**src/doubly_linked_list_cursor_engine_top_defines.svh**
```systemverilog
// Assertion macros shared by the cursor engine modules.
`ifndef DOUBLY_LINKED_LIST_CURSOR_ENGINE_TOP_DEFINES_SVH
`define DOUBLY_LINKED_LIST_CURSOR_ENGINE_TOP_DEFINES_SVH

// A condition that holds at every clock edge out of reset.
`define DLC_ASSERT(label, expr) \
  label: assert property (@(posedge clk) disable iff (!rst_n) (expr)) \
    else $error("assertion failed");

// A trigger that must be followed by a condition in the next cycle.
`define DLC_ASSERT_NEXT(label, trig, expr) \
  label: assert property (@(posedge clk) disable iff (!rst_n) (trig) |=> (expr)) \
    else $error("assertion failed");

`endif

```
**src/dlc_pkg.sv**
```systemverilog
// Shared constants, types and helpers of the cursor engine.
package dlc_pkg;

  localparam int NODE_COUNT  = 64;
  localparam int VALUE_WIDTH = 32;
  localparam int OUT_W       = 32;
  localparam int IDX_W       = $clog2(NODE_COUNT);
  localparam int PTR_W       = $clog2(NODE_COUNT + 1);
  localparam int CNT_W       = PTR_W;
  localparam int CMD_W       = 4;
  localparam int ST_W        = 4;

  localparam logic [PTR_W-1:0] NIL   = PTR_W'(NODE_COUNT);
  localparam logic [CNT_W-1:0] N_CNT = CNT_W'(NODE_COUNT);

  // Command codes.
  localparam logic [CMD_W-1:0] CMD_CLEAR      = 4'd0;
  localparam logic [CMD_W-1:0] CMD_INS_FIRST  = 4'd1;
  localparam logic [CMD_W-1:0] CMD_INS_LAST   = 4'd2;
  localparam logic [CMD_W-1:0] CMD_CUR_FIRST  = 4'd3;
  localparam logic [CMD_W-1:0] CMD_CUR_LAST   = 4'd4;
  localparam logic [CMD_W-1:0] CMD_DEL_FIRST  = 4'd5;
  localparam logic [CMD_W-1:0] CMD_DEL_LAST   = 4'd6;
  localparam logic [CMD_W-1:0] CMD_DEL_AFTER  = 4'd7;
  localparam logic [CMD_W-1:0] CMD_DEL_BEFORE = 4'd8;
  localparam logic [CMD_W-1:0] CMD_INS_AFTER  = 4'd9;
  localparam logic [CMD_W-1:0] CMD_INS_BEFORE = 4'd10;
  localparam logic [CMD_W-1:0] CMD_SET_VALUE  = 4'd11;
  localparam logic [CMD_W-1:0] CMD_NEXT       = 4'd12;
  localparam logic [CMD_W-1:0] CMD_PREVIOUS   = 4'd13;

  // Command classes reported to the controller.
  localparam logic [1:0] CLS_OTHER = 2'd0;
  localparam logic [1:0] CLS_INS   = 2'd1;
  localparam logic [1:0] CLS_DEL   = 2'd2;
  localparam logic [1:0] CLS_MOV   = 2'd3;

  // Controller states, also used as the datapath step code.
  localparam logic [ST_W-1:0] S_IDLE = 4'd0;
  localparam logic [ST_W-1:0] S_DEC  = 4'd1;
  localparam logic [ST_W-1:0] S_I1   = 4'd2;
  localparam logic [ST_W-1:0] S_I2   = 4'd3;
  localparam logic [ST_W-1:0] S_I3   = 4'd4;
  localparam logic [ST_W-1:0] S_D1   = 4'd5;
  localparam logic [ST_W-1:0] S_D2   = 4'd6;
  localparam logic [ST_W-1:0] S_D3   = 4'd7;
  localparam logic [ST_W-1:0] S_M1   = 4'd8;
  localparam logic [ST_W-1:0] S_R0   = 4'd9;
  localparam logic [ST_W-1:0] S_R1   = 4'd10;
  localparam logic [ST_W-1:0] S_R2   = 4'd11;
  localparam logic [ST_W-1:0] S_R3   = 4'd12;

  typedef struct packed {
    logic [1:0] cls;
    logic       go;
    logic       full;
    logic       tgt_ok;
  } dp_status_t;

  typedef struct packed {
    logic [ST_W-1:0] step;
    logic            accept;
  } dp_cmd_t;

  function automatic logic signed [OUT_W-1:0] to_out(input logic [VALUE_WIDTH-1:0] v);
    return OUT_W'($signed(v));
  endfunction

endpackage

```
**src/doubly_linked_list_cursor_engine_top.sv**
```systemverilog
// Top level of the doubly linked list cursor engine.
//
//  Channel   Handshake              Payload
//  input     start, busy            in_cmd, in_value
//  result    out_valid (strobe)     out_status .. out_node_count
//
// Busy is high from the edge that takes start to the edge that drives the
// result: after decode an insert or delete that changes the list runs I1-I3
// or D1-D3, a delete at an end of an empty list or past an end stops after
// D2, a cursor step runs M1, and every command ends with steps R0-R3. The
// strobe comes in the first cycle with busy low; the receiver cannot stall
// it. Reset is synchronous and leaves an empty list; clear takes no sweep.
module doubly_linked_list_cursor_engine_top import dlc_pkg::*; (
  input  logic                    clk,
  input  logic                    rst_n,
  input  logic                    start,
  output logic                    busy,
  input  logic [CMD_W-1:0]        in_cmd,
  input  logic signed [31:0]      in_value,
  output logic                    out_valid,
  output logic                    out_status,
  output logic                    out_list_empty,
  output logic                    out_cursor_active,
  output logic signed [OUT_W-1:0] out_first_value,
  output logic signed [OUT_W-1:0] out_last_value,
  output logic signed [OUT_W-1:0] out_cursor_value,
  output logic [CNT_W-1:0]        out_node_count
);

  dp_status_t st;
  dp_cmd_t    cmd;

  // The controller walks each item through its steps.
  dlc_ctrl u_ctrl (
    .clk, .rst_n, .start, .busy, .st, .cmd
  );

  // The datapath holds the list and builds the result item.
  dlc_dp u_dp (
    .clk, .rst_n, .cmd, .in_cmd, .in_value, .st,
    .out_valid, .out_status, .out_list_empty, .out_cursor_active,
    .out_first_value, .out_last_value, .out_cursor_value, .out_node_count
  );

endmodule

```
**src/dlc_ram.sv**
```systemverilog
// Generic single-write, single-read RAM with registered read data.
module dlc_ram #(
  parameter int WIDTH = 8,
  parameter int DEPTH = 64
) (
  input  logic                     clk,
  input  logic                     we,
  input  logic [$clog2(DEPTH)-1:0] waddr,
  input  logic [WIDTH-1:0]         wdata,
  input  logic [$clog2(DEPTH)-1:0] raddr,
  output logic [WIDTH-1:0]         rdata
);

  logic [WIDTH-1:0] mem [DEPTH];

  always_ff @(posedge clk) begin
    if (we) begin
      mem[waddr] <= wdata;
    end
    rdata <= mem[raddr];
  end

endmodule

```
**src/dlc_ctrl.sv**
```systemverilog
// Controller state machine that sequences each command through the datapath.
`include "doubly_linked_list_cursor_engine_top_defines.svh"
module dlc_ctrl import dlc_pkg::*; (
  input  logic       clk,
  input  logic       rst_n,
  input  logic       start,
  output logic       busy,
  input  dp_status_t st,
  output dp_cmd_t    cmd
);

  logic [ST_W-1:0] state_r, state_nxt;

  always_comb begin
    state_nxt = state_r;
    unique case (state_r)
      S_IDLE: if (start) state_nxt = S_DEC;
      S_DEC: begin
        unique case (st.cls)
          CLS_INS: state_nxt = (st.go && !st.full) ? S_I1 : S_R0;
          CLS_DEL: state_nxt = st.go ? S_D1 : S_R0;
          CLS_MOV: state_nxt = st.go ? S_M1 : S_R0;
          default: state_nxt = S_R0;
        endcase
      end
      S_I1: state_nxt = S_I2;
      S_I2: state_nxt = S_I3;
      S_I3: state_nxt = S_R0;
      S_D1: state_nxt = S_D2;
      S_D2: state_nxt = st.tgt_ok ? S_D3 : S_R0;
      S_D3: state_nxt = S_R0;
      S_M1: state_nxt = S_R0;
      S_R0: state_nxt = S_R1;
      S_R1: state_nxt = S_R2;
      S_R2: state_nxt = S_R3;
      S_R3: state_nxt = S_IDLE;
      default: state_nxt = S_IDLE;
    endcase
  end

  always_ff @(posedge clk) begin
    if (!rst_n) begin
      state_r <= S_IDLE;
    end else begin
      state_r <= state_nxt;
    end
  end

  assign busy       = (state_r != S_IDLE);
  assign cmd.step   = state_r;
  assign cmd.accept = start && (state_r == S_IDLE);

  `DLC_ASSERT_NEXT(a_start_decodes, start && !busy, state_r == S_DEC)
  `DLC_ASSERT_NEXT(a_r3_returns, state_r == S_R3, state_r == S_IDLE)

endmodule

```
**src/dlc_dp.sv**
```systemverilog
// Datapath: pointers, free pool, node memories and result registers.
`include "doubly_linked_list_cursor_engine_top_defines.svh"
module dlc_dp import dlc_pkg::*; (
  input  logic                    clk,
  input  logic                    rst_n,
  input  dp_cmd_t                 cmd,
  input  logic [CMD_W-1:0]        in_cmd,
  input  logic signed [31:0]      in_value,
  output dp_status_t              st,
  output logic                    out_valid,
  output logic                    out_status,
  output logic                    out_list_empty,
  output logic                    out_cursor_active,
  output logic signed [OUT_W-1:0] out_first_value,
  output logic signed [OUT_W-1:0] out_last_value,
  output logic signed [OUT_W-1:0] out_cursor_value,
  output logic [CNT_W-1:0]        out_node_count
);

  logic [CMD_W-1:0]       cmd_r;
  logic [VALUE_WIDTH-1:0] val_r;
  logic [PTR_W-1:0]       head_r, tail_r, cur_r, t_r, n_r, p_r, q_r;
  logic [CNT_W-1:0]       rc_r, fi_r;
  logic                   status_r, valid_r;

  logic                   val_we, nxt_we, prv_we, stk_we;
  logic [IDX_W-1:0]       val_wa, nxt_wa, prv_wa, stk_wa, val_ra, link_ra, stk_ra;
  logic [VALUE_WIDTH-1:0] val_wd, val_rd;
  logic [PTR_W-1:0]       nxt_wd, prv_wd, nxt_rd, prv_rd;
  logic [IDX_W-1:0]       stk_rd;
  logic [CNT_W-1:0]       rc_m1;

  logic is_ins, is_del, is_mov, need_cur, cur_ok;

  always_comb begin
    is_ins   = (cmd_r == CMD_INS_FIRST) || (cmd_r == CMD_INS_LAST) ||
               (cmd_r == CMD_INS_AFTER) || (cmd_r == CMD_INS_BEFORE);
    is_del   = (cmd_r == CMD_DEL_FIRST) || (cmd_r == CMD_DEL_LAST) ||
               (cmd_r == CMD_DEL_AFTER) || (cmd_r == CMD_DEL_BEFORE);
    is_mov   = (cmd_r == CMD_NEXT) || (cmd_r == CMD_PREVIOUS);
    need_cur = (cmd_r == CMD_DEL_AFTER) || (cmd_r == CMD_DEL_BEFORE) ||
               (cmd_r == CMD_INS_AFTER) || (cmd_r == CMD_INS_BEFORE) ||
               (cmd_r == CMD_SET_VALUE) || is_mov;
    cur_ok   = (cur_r < NIL);
    st.cls    = is_ins ? CLS_INS : is_del ? CLS_DEL : is_mov ? CLS_MOV : CLS_OTHER;
    st.go     = !need_cur || cur_ok;
    st.full   = (rc_r == '0) && (fi_r == N_CNT);
    st.tgt_ok = (t_r < NIL);
  end

  assign rc_m1   = rc_r - CNT_W'(1);
  assign stk_ra  = rc_m1[IDX_W-1:0];
  assign link_ra = (cmd.step == S_D2) ? t_r[IDX_W-1:0] : cur_r[IDX_W-1:0];

  // Memory write and read port selection per step.
  always_comb begin
    val_we = 1'b0; val_wa = n_r[IDX_W-1:0]; val_wd = val_r;
    nxt_we = 1'b0; nxt_wa = n_r[IDX_W-1:0]; nxt_wd = q_r;
    prv_we = 1'b0; prv_wa = n_r[IDX_W-1:0]; prv_wd = p_r;
    stk_we = 1'b0; stk_wa = rc_r[IDX_W-1:0];
    val_ra = head_r[IDX_W-1:0];
    unique case (cmd.step)
      S_DEC: begin
        if (cmd_r == CMD_SET_VALUE && cur_ok) begin
          val_we = 1'b1;
          val_wa = cur_r[IDX_W-1:0];
        end
      end
      S_I2: begin
        val_we = 1'b1;
        nxt_we = 1'b1;
        prv_we = 1'b1;
      end
      S_I3: begin
        nxt_we = (p_r < NIL); nxt_wa = p_r[IDX_W-1:0]; nxt_wd = n_r;
        prv_we = (q_r < NIL); prv_wa = q_r[IDX_W-1:0]; prv_wd = n_r;
      end
      S_D3: begin
        nxt_we = (prv_rd < NIL); nxt_wa = prv_rd[IDX_W-1:0]; nxt_wd = nxt_rd;
        prv_we = (nxt_rd < NIL); prv_wa = nxt_rd[IDX_W-1:0]; prv_wd = prv_rd;
        stk_we = 1'b1;
      end
      S_R1: val_ra = tail_r[IDX_W-1:0];
      S_R2: val_ra = cur_r[IDX_W-1:0];
      default: ;
    endcase
  end

  dlc_ram #(.WIDTH(VALUE_WIDTH), .DEPTH(NODE_COUNT)) u_val (
    .clk, .we(val_we), .waddr(val_wa), .wdata(val_wd), .raddr(val_ra), .rdata(val_rd)
  );
  dlc_ram #(.WIDTH(PTR_W), .DEPTH(NODE_COUNT)) u_nxt (
    .clk, .we(nxt_we), .waddr(nxt_wa), .wdata(nxt_wd), .raddr(link_ra), .rdata(nxt_rd)
  );
  dlc_ram #(.WIDTH(PTR_W), .DEPTH(NODE_COUNT)) u_prv (
    .clk, .we(prv_we), .waddr(prv_wa), .wdata(prv_wd), .raddr(link_ra), .rdata(prv_rd)
  );
  dlc_ram #(.WIDTH(IDX_W), .DEPTH(NODE_COUNT)) u_stk (
    .clk, .we(stk_we), .waddr(stk_wa), .wdata(t_r[IDX_W-1:0]), .raddr(stk_ra),
    .rdata(stk_rd)
  );

  // Payload registers.
  always_ff @(posedge clk) begin
    if (cmd.accept) begin
      cmd_r <= in_cmd;
      val_r <= VALUE_WIDTH'(in_value);
    end
    unique case (cmd.step)
      S_DEC: begin
        if (cmd_r == CMD_DEL_FIRST) t_r <= head_r;
        else t_r <= tail_r;
      end
      S_D1: begin
        if (cmd_r == CMD_DEL_AFTER) t_r <= nxt_rd;
        else if (cmd_r == CMD_DEL_BEFORE) t_r <= prv_rd;
      end
      S_I1: begin
        n_r <= (rc_r != '0) ? PTR_W'(stk_rd) : fi_r;
        unique case (cmd_r)
          CMD_INS_FIRST: begin p_r <= NIL;    q_r <= head_r; end
          CMD_INS_LAST:  begin p_r <= tail_r; q_r <= NIL;    end
          CMD_INS_AFTER: begin p_r <= cur_r;  q_r <= nxt_rd; end
          default:       begin p_r <= prv_rd; q_r <= cur_r;  end
        endcase
      end
      S_R1: out_first_value  <= (head_r < NIL) ? to_out(val_rd) : '0;
      S_R2: out_last_value   <= (tail_r < NIL) ? to_out(val_rd) : '0;
      S_R3: begin
        out_cursor_value  <= (cur_r < NIL) ? to_out(val_rd) : '0;
        out_list_empty    <= (head_r == NIL);
        out_cursor_active <= (cur_r < NIL);
        out_node_count    <= fi_r - rc_r;
        out_status        <= status_r;
      end
      default: ;
    endcase
  end

  // Control registers.
  always_ff @(posedge clk) begin
    if (!rst_n) begin
      head_r <= NIL; tail_r <= NIL; cur_r <= NIL;
      rc_r <= '0; fi_r <= '0;
      status_r <= 1'b0; valid_r <= 1'b0;
    end else begin
      valid_r <= (cmd.step == S_R3);
      if (cmd.accept) status_r <= 1'b0;
      unique case (cmd.step)
        S_DEC: begin
          unique case (cmd_r)
            CMD_CLEAR: begin
              head_r <= NIL; tail_r <= NIL; cur_r <= NIL;
              rc_r <= '0; fi_r <= '0;
            end
            CMD_CUR_FIRST: cur_r <= head_r;
            CMD_CUR_LAST:  cur_r <= tail_r;
            default: if (is_ins && st.go && st.full) status_r <= 1'b1;
          endcase
        end
        S_I1: begin
          if (rc_r != '0) rc_r <= rc_m1;
          else fi_r <= fi_r + CNT_W'(1);
        end
        S_I3: begin
          if (!(p_r < NIL)) head_r <= n_r;
          if (!(q_r < NIL)) tail_r <= n_r;
        end
        S_D3: begin
          if (!(prv_rd < NIL)) head_r <= nxt_rd;
          if (!(nxt_rd < NIL)) tail_r <= prv_rd;
          if (cur_r == t_r) cur_r <= NIL;
          rc_r <= rc_r + CNT_W'(1);
        end
        S_M1: cur_r <= (cmd_r == CMD_NEXT) ? nxt_rd : prv_rd;
        default: ;
      endcase
    end
  end

  assign out_valid = valid_r;

  `DLC_ASSERT(a_pool_bound, (rc_r <= fi_r) && (fi_r <= N_CNT))
  `DLC_ASSERT(a_ends_agree, (head_r == NIL) == (tail_r == NIL))
  `DLC_ASSERT_NEXT(a_strobe_once, valid_r, !valid_r)

endmodule
```
**config.mk**
```make
export PLATFORM = sky130hd
export DESIGN_NAME = doubly_linked_list_cursor_engine_top
export DESIGN_NICKNAME = d
export VERILOG_FILES = /design/src/dlc_pkg.sv /design/src/doubly_linked_list_cursor_engine_top.sv /design/src/dlc_ram.sv /design/src/dlc_ctrl.sv /design/src/dlc_dp.sv
export VERILOG_INCLUDE_DIRS = /design/src /design/src/src
export SDC_FILE = /design/constraint.sdc
export NUM_CORES = 2
export LEC_CHECK = 0
export BUFFER_PORTS_ARGS = -buffer_cell sky130_fd_sc_hd__buf_2
export CAP_MARGIN = 20
export CORE_UTILIZATION = 50
export CTS_CLUSTER_DIAMETER = 50
export CTS_CLUSTER_SIZE = 16
export DETAILED_ROUTE_END_ITERATION = 16
export PLACE_DENSITY = 0.72
export SETUP_SLACK_MARGIN = 0.5
export SLEW_MARGIN = 10
export SYNTH_ARGS = -nofsm -noshare
export SYNTH_HDL_FRONTEND = slang
export SYNTH_HIERARCHICAL = 1
export SYNTH_SLANG_ARGS = --single-unit
```
**constraint.sdc**
```tcl
create_clock -name clk -period 14.8 [get_ports clk]
set_input_delay 0.74 -clock clk [delete_from_list [all_inputs] [get_ports clk]]
set_output_delay 0.74 -clock clk [all_outputs]
set_load 0.03 [all_outputs]
```
==> flow_metrics.py <==
metrics = {
    "detailed_routing": {
        "via_per_inst": 6.42,
        "vias": 69600,
        "met2RoutedLength_um": 164000,
        "ant_nets": 0,
        "dr_wl_met3_um": 39000,
        "drtIter0Drc": 9719,
        "wl_um": 344000,
        "met1_length_um": 128000,
        "top_layer": "met5",
        "drc": 0,
        "drtPass1Iterations": 7,
        "wire_per_inst_um": 31.7,
    },
    "global_routing": {
        "grt_usage_pct": 24.5,
        "antenna_found_initial": 22,
        "grt_pass1_wl_um": 492000,
        "grt_pass1_vias": 68800,
        "grt_max_degree": 110,
        "overflow": 0,
    },
    "clock_network": {
        "post_cts_buffers": 0,
        "clk_latency_ns": 0.91,
        "clkTransAtPathRegs_ns": 0.07,
        "cts_tree": "done",
        "cts_root_buf": "clkbuf_16",
        "cts_buffers": 319,
        "clock_path_buffers": 4,
        "cts.sinks": 3591,
        "cts-htree-levels": 5,
    },
    "floorplan": {
        "dieArea_um2": 280000,
        "row_count": 193,
        "fp.dieH_um": 530,
        "initial_core_util_pct": 50.3,
        "die_w_um": 530,
        "core-area_um2": 277000,
        "io_pins": 147,
    },
    "timing": {
        "finalClockSkew_ns": 0.0585,
        "finalSetupViolations": 0,
        "final_max_slew_viol_count": 0,
        "finalHoldViolations": 0,
        "finalWorstSetupSlack_ns": 7.64,
        "rsz0062_at_grt": "no",
        "relSlewSlack_pct": 18.7,
        "max_clock_freq_ghz": 0.140,
        "tightestPinTransition_ns": 1.22,
        "fin_crit_ns": 7.16,
        "fin_tns_setup_ns": 0,
        "finalCritPeriodShare_pct": 48.4,
    },
    "synth": {
        "synthSimpleGateAreaFrac_pct": 3.55,
        "syn_inst": 6598,
        "synth.avg_cell_area_um2": 21.1,
        "synth_top_family_by_area": "multiplexers",
        "synth-compound-area-share_pct": 2.65,
        "syn_nets": 6649,
        "ys_types": 90,
        "yosysTopAreaCell": "edfxtp_1",
        "synthAdderAreaFrac_pct": 0.113,
        "ys_warn_count": 6,
        "syn_area_um2": 139000,
        "seq_area_frac_synth_pct": 76.8,
        "synth_edf_count": 3498,
        "ys_top_cells_by_area": "edfxtp_1, mux4_2, dfxtp_1, mux2i_1, nor2_1",
        "synthMuxAreaShare_pct": 15.3,
        "synth_seq_cells": 3591,
        "yosysMostFrequentCell": "edfxtp_1",
        "synth_common_cells": "edfxtp_1, mux4_2, nor2_1",
        "yosysTopAreaCellShare_pct": 75.5,
        "synthXorXnorAreaFrac_pct": 0.0755,
        "synth-main-ff-cell": "edfxtp_1",
        "async_reset_ff_share_pct": 0,
    },
    "layout": {
        "final_area_um2": 155000,
        "drive_gt1_share_pct": 25.7,
        "layout.nets": 6948,
        "area_growth_syn_to_layout_pct": 11.6,
    },
    "job": {
        "drv_cap": 0,
    },
    "min_path": {
        "holdCritPathClass": "primary input to flip-flop",
    },
    "worst_setup_path": {
        "r2r_slack_ns": 7.64,
        "cp.arrival_ns": 7.92,
        "crit_type": "flip-flop to flip-flop",
        "cp.required_ns": 15.56,
        "critPathCaptureType": "flip-flop",
        "startpoint_type": "flip-flop",
        "cp_max_fo": 109,
    },
    "pwr": {
        "p_leak_uw": 0.0476,
        "ir_drop_v": 0.000107,
        "power_density_nw_per_um2": 153,
    },
    "placed_design": {
        "placed_area_um2": 145000,
        "dp_slack_ns": 7.57,
        "port-buffer-count": 146,
        "dp_hpwl_um": 193000,
        "globalplace.congestion": 0.876,
    },
    "run_status": {
        "status": "finished, final reports clean",
    },
}
metrics by stage:
stage	util, %	hold WS, ns	total power (uW)	instances
after detailed placement	52.3	0.446	15500	10300
after CTS	56.1	0.000122	23800	10800
after floorplan	-	0.409	14200	6598
after global placement	52.3	0.457	15400	10300
after global routing	56.1	0.0245	24300	10800
final	56.2	0.0441	23700	10800
cells by family (layout without fill, tap and decap cells):
family          Yosys count  after routing
other cells               0             11
fa+ha+maj                12             12
flops                  3591           3591
xor+xnor                 12             12
buf+inv                 404            928
mux                    1051           1051
compound gates          530            530
simple gates            998            998
flip-flops by register name, indices dropped and copies added (netlist names), 6 cells and up:
signal	count
u_dp/cur_r	7
u_dp/fi_r	7
u_dp/head_r	7
u_dp/n_r	7
u_dp/out_cursor_value	32
u_dp/out_first_value	32
u_dp/out_last_value	32
u_dp/out_node_count	7
u_dp/p_r	7
u_dp/q_r	7
u_dp/rc_r	7
u_dp/t_r	7
u_dp/tail_r	7
u_dp/u_nxt/mem	448
u_dp/u_nxt/rdata	7
u_dp/u_prv/mem	448
u_dp/u_prv/rdata	7
u_dp/u_stk/mem	384
u_dp/u_stk/rdata	6
u_dp/u_val/mem	2048
u_dp/u_val/rdata	32
u_dp/val_r	32
power breakdown:
part / switching, uW / internal [uW] / total [uW]
sequential: 194 / 11600 / 11800
combinational: 2240 / 1310 / 3560
clock: 3800 / 4580 / 8380
total: 6230 / 17500 / 23700
area by class of cell:
class | instances | area (um2)
Antenna cell | 11 | 27.5
Clock buffer | 385 | 8400
Clock inverter | 161 | 2010
Fill cell | 19900 | 121000
Inverter | 40 | 158
Multi-Input combinational cell | 2603 | 31000
Sequential cell | 3591 | 107000
Tap cell | 3705 | 4640
Timing Repair Buffer | 342 | 2310
critical path: stages, from the launching register on:
cell,delay [ns]
dfxtp_1,0.84
nor2b_1,0.18
nand2_1,0.57
nand2_1,0.20
o21ai_4,0.09
buf_4,0.61
buf_12,0.69
buf_4,0.84
buf_4,0.83
mux4_2,0.60
mux2i_1,0.22
nor2_1,0.07
o32ai_1,0.96
nor3_1,0.08
metal layers:
metal | global-route usage, % | vias up
met5 | 0 | -
met4 | 8.82 | 6
met3 | 4.82 | 686
met2 | 38.7 | 4278
met1 | 34.0 | 36500
li1 | - | 28100
placed cells by master, fill, tap and decap left out, drive strengths merged, types with 11 or more instances in the layout:
cell type and instances:
o22ai 123, nand2b 33, a21oi 101, clkbuf 388
a211oi 26, clkinvlp 23, o21ai 54, edfxtp 3498
mux4 861, nand4 15, nand3 82, clkinv 65
buf 334, nor2b 142, a222oi 12, mux2 29
o221ai 56, nand2 169, dfxtp 93, nand4b 12
ha 11, diode 11, nor2 393, a22oi 34
o31ai 17, mux2i 161, nand3b 19, or3b 11
o211a 14, bufinv 25, nor3 36, inv 88
and3 12
worst paths after layout:
kind | from | to | cells past startpoint
worst max register to register | u_ctrl/state_r[2] | u_dp/u_val/rdata[17] | 13
worst min register to register | u_dp/status_r | u_dp/out_status | 0
worst min-delay path | in_cmd[0] | u_dp/cmd_r[0] | 1
worst max-delay path | u_ctrl/state_r[2] | u_dp/u_val/rdata[17] | 13
repair_timing:
action                                 CTS  global route
endpoints found under the hold margin    5             0
hold buffers                             5             0
resized for setup                        0             0
No activity file was read; power rests on OpenSTA's default activity.
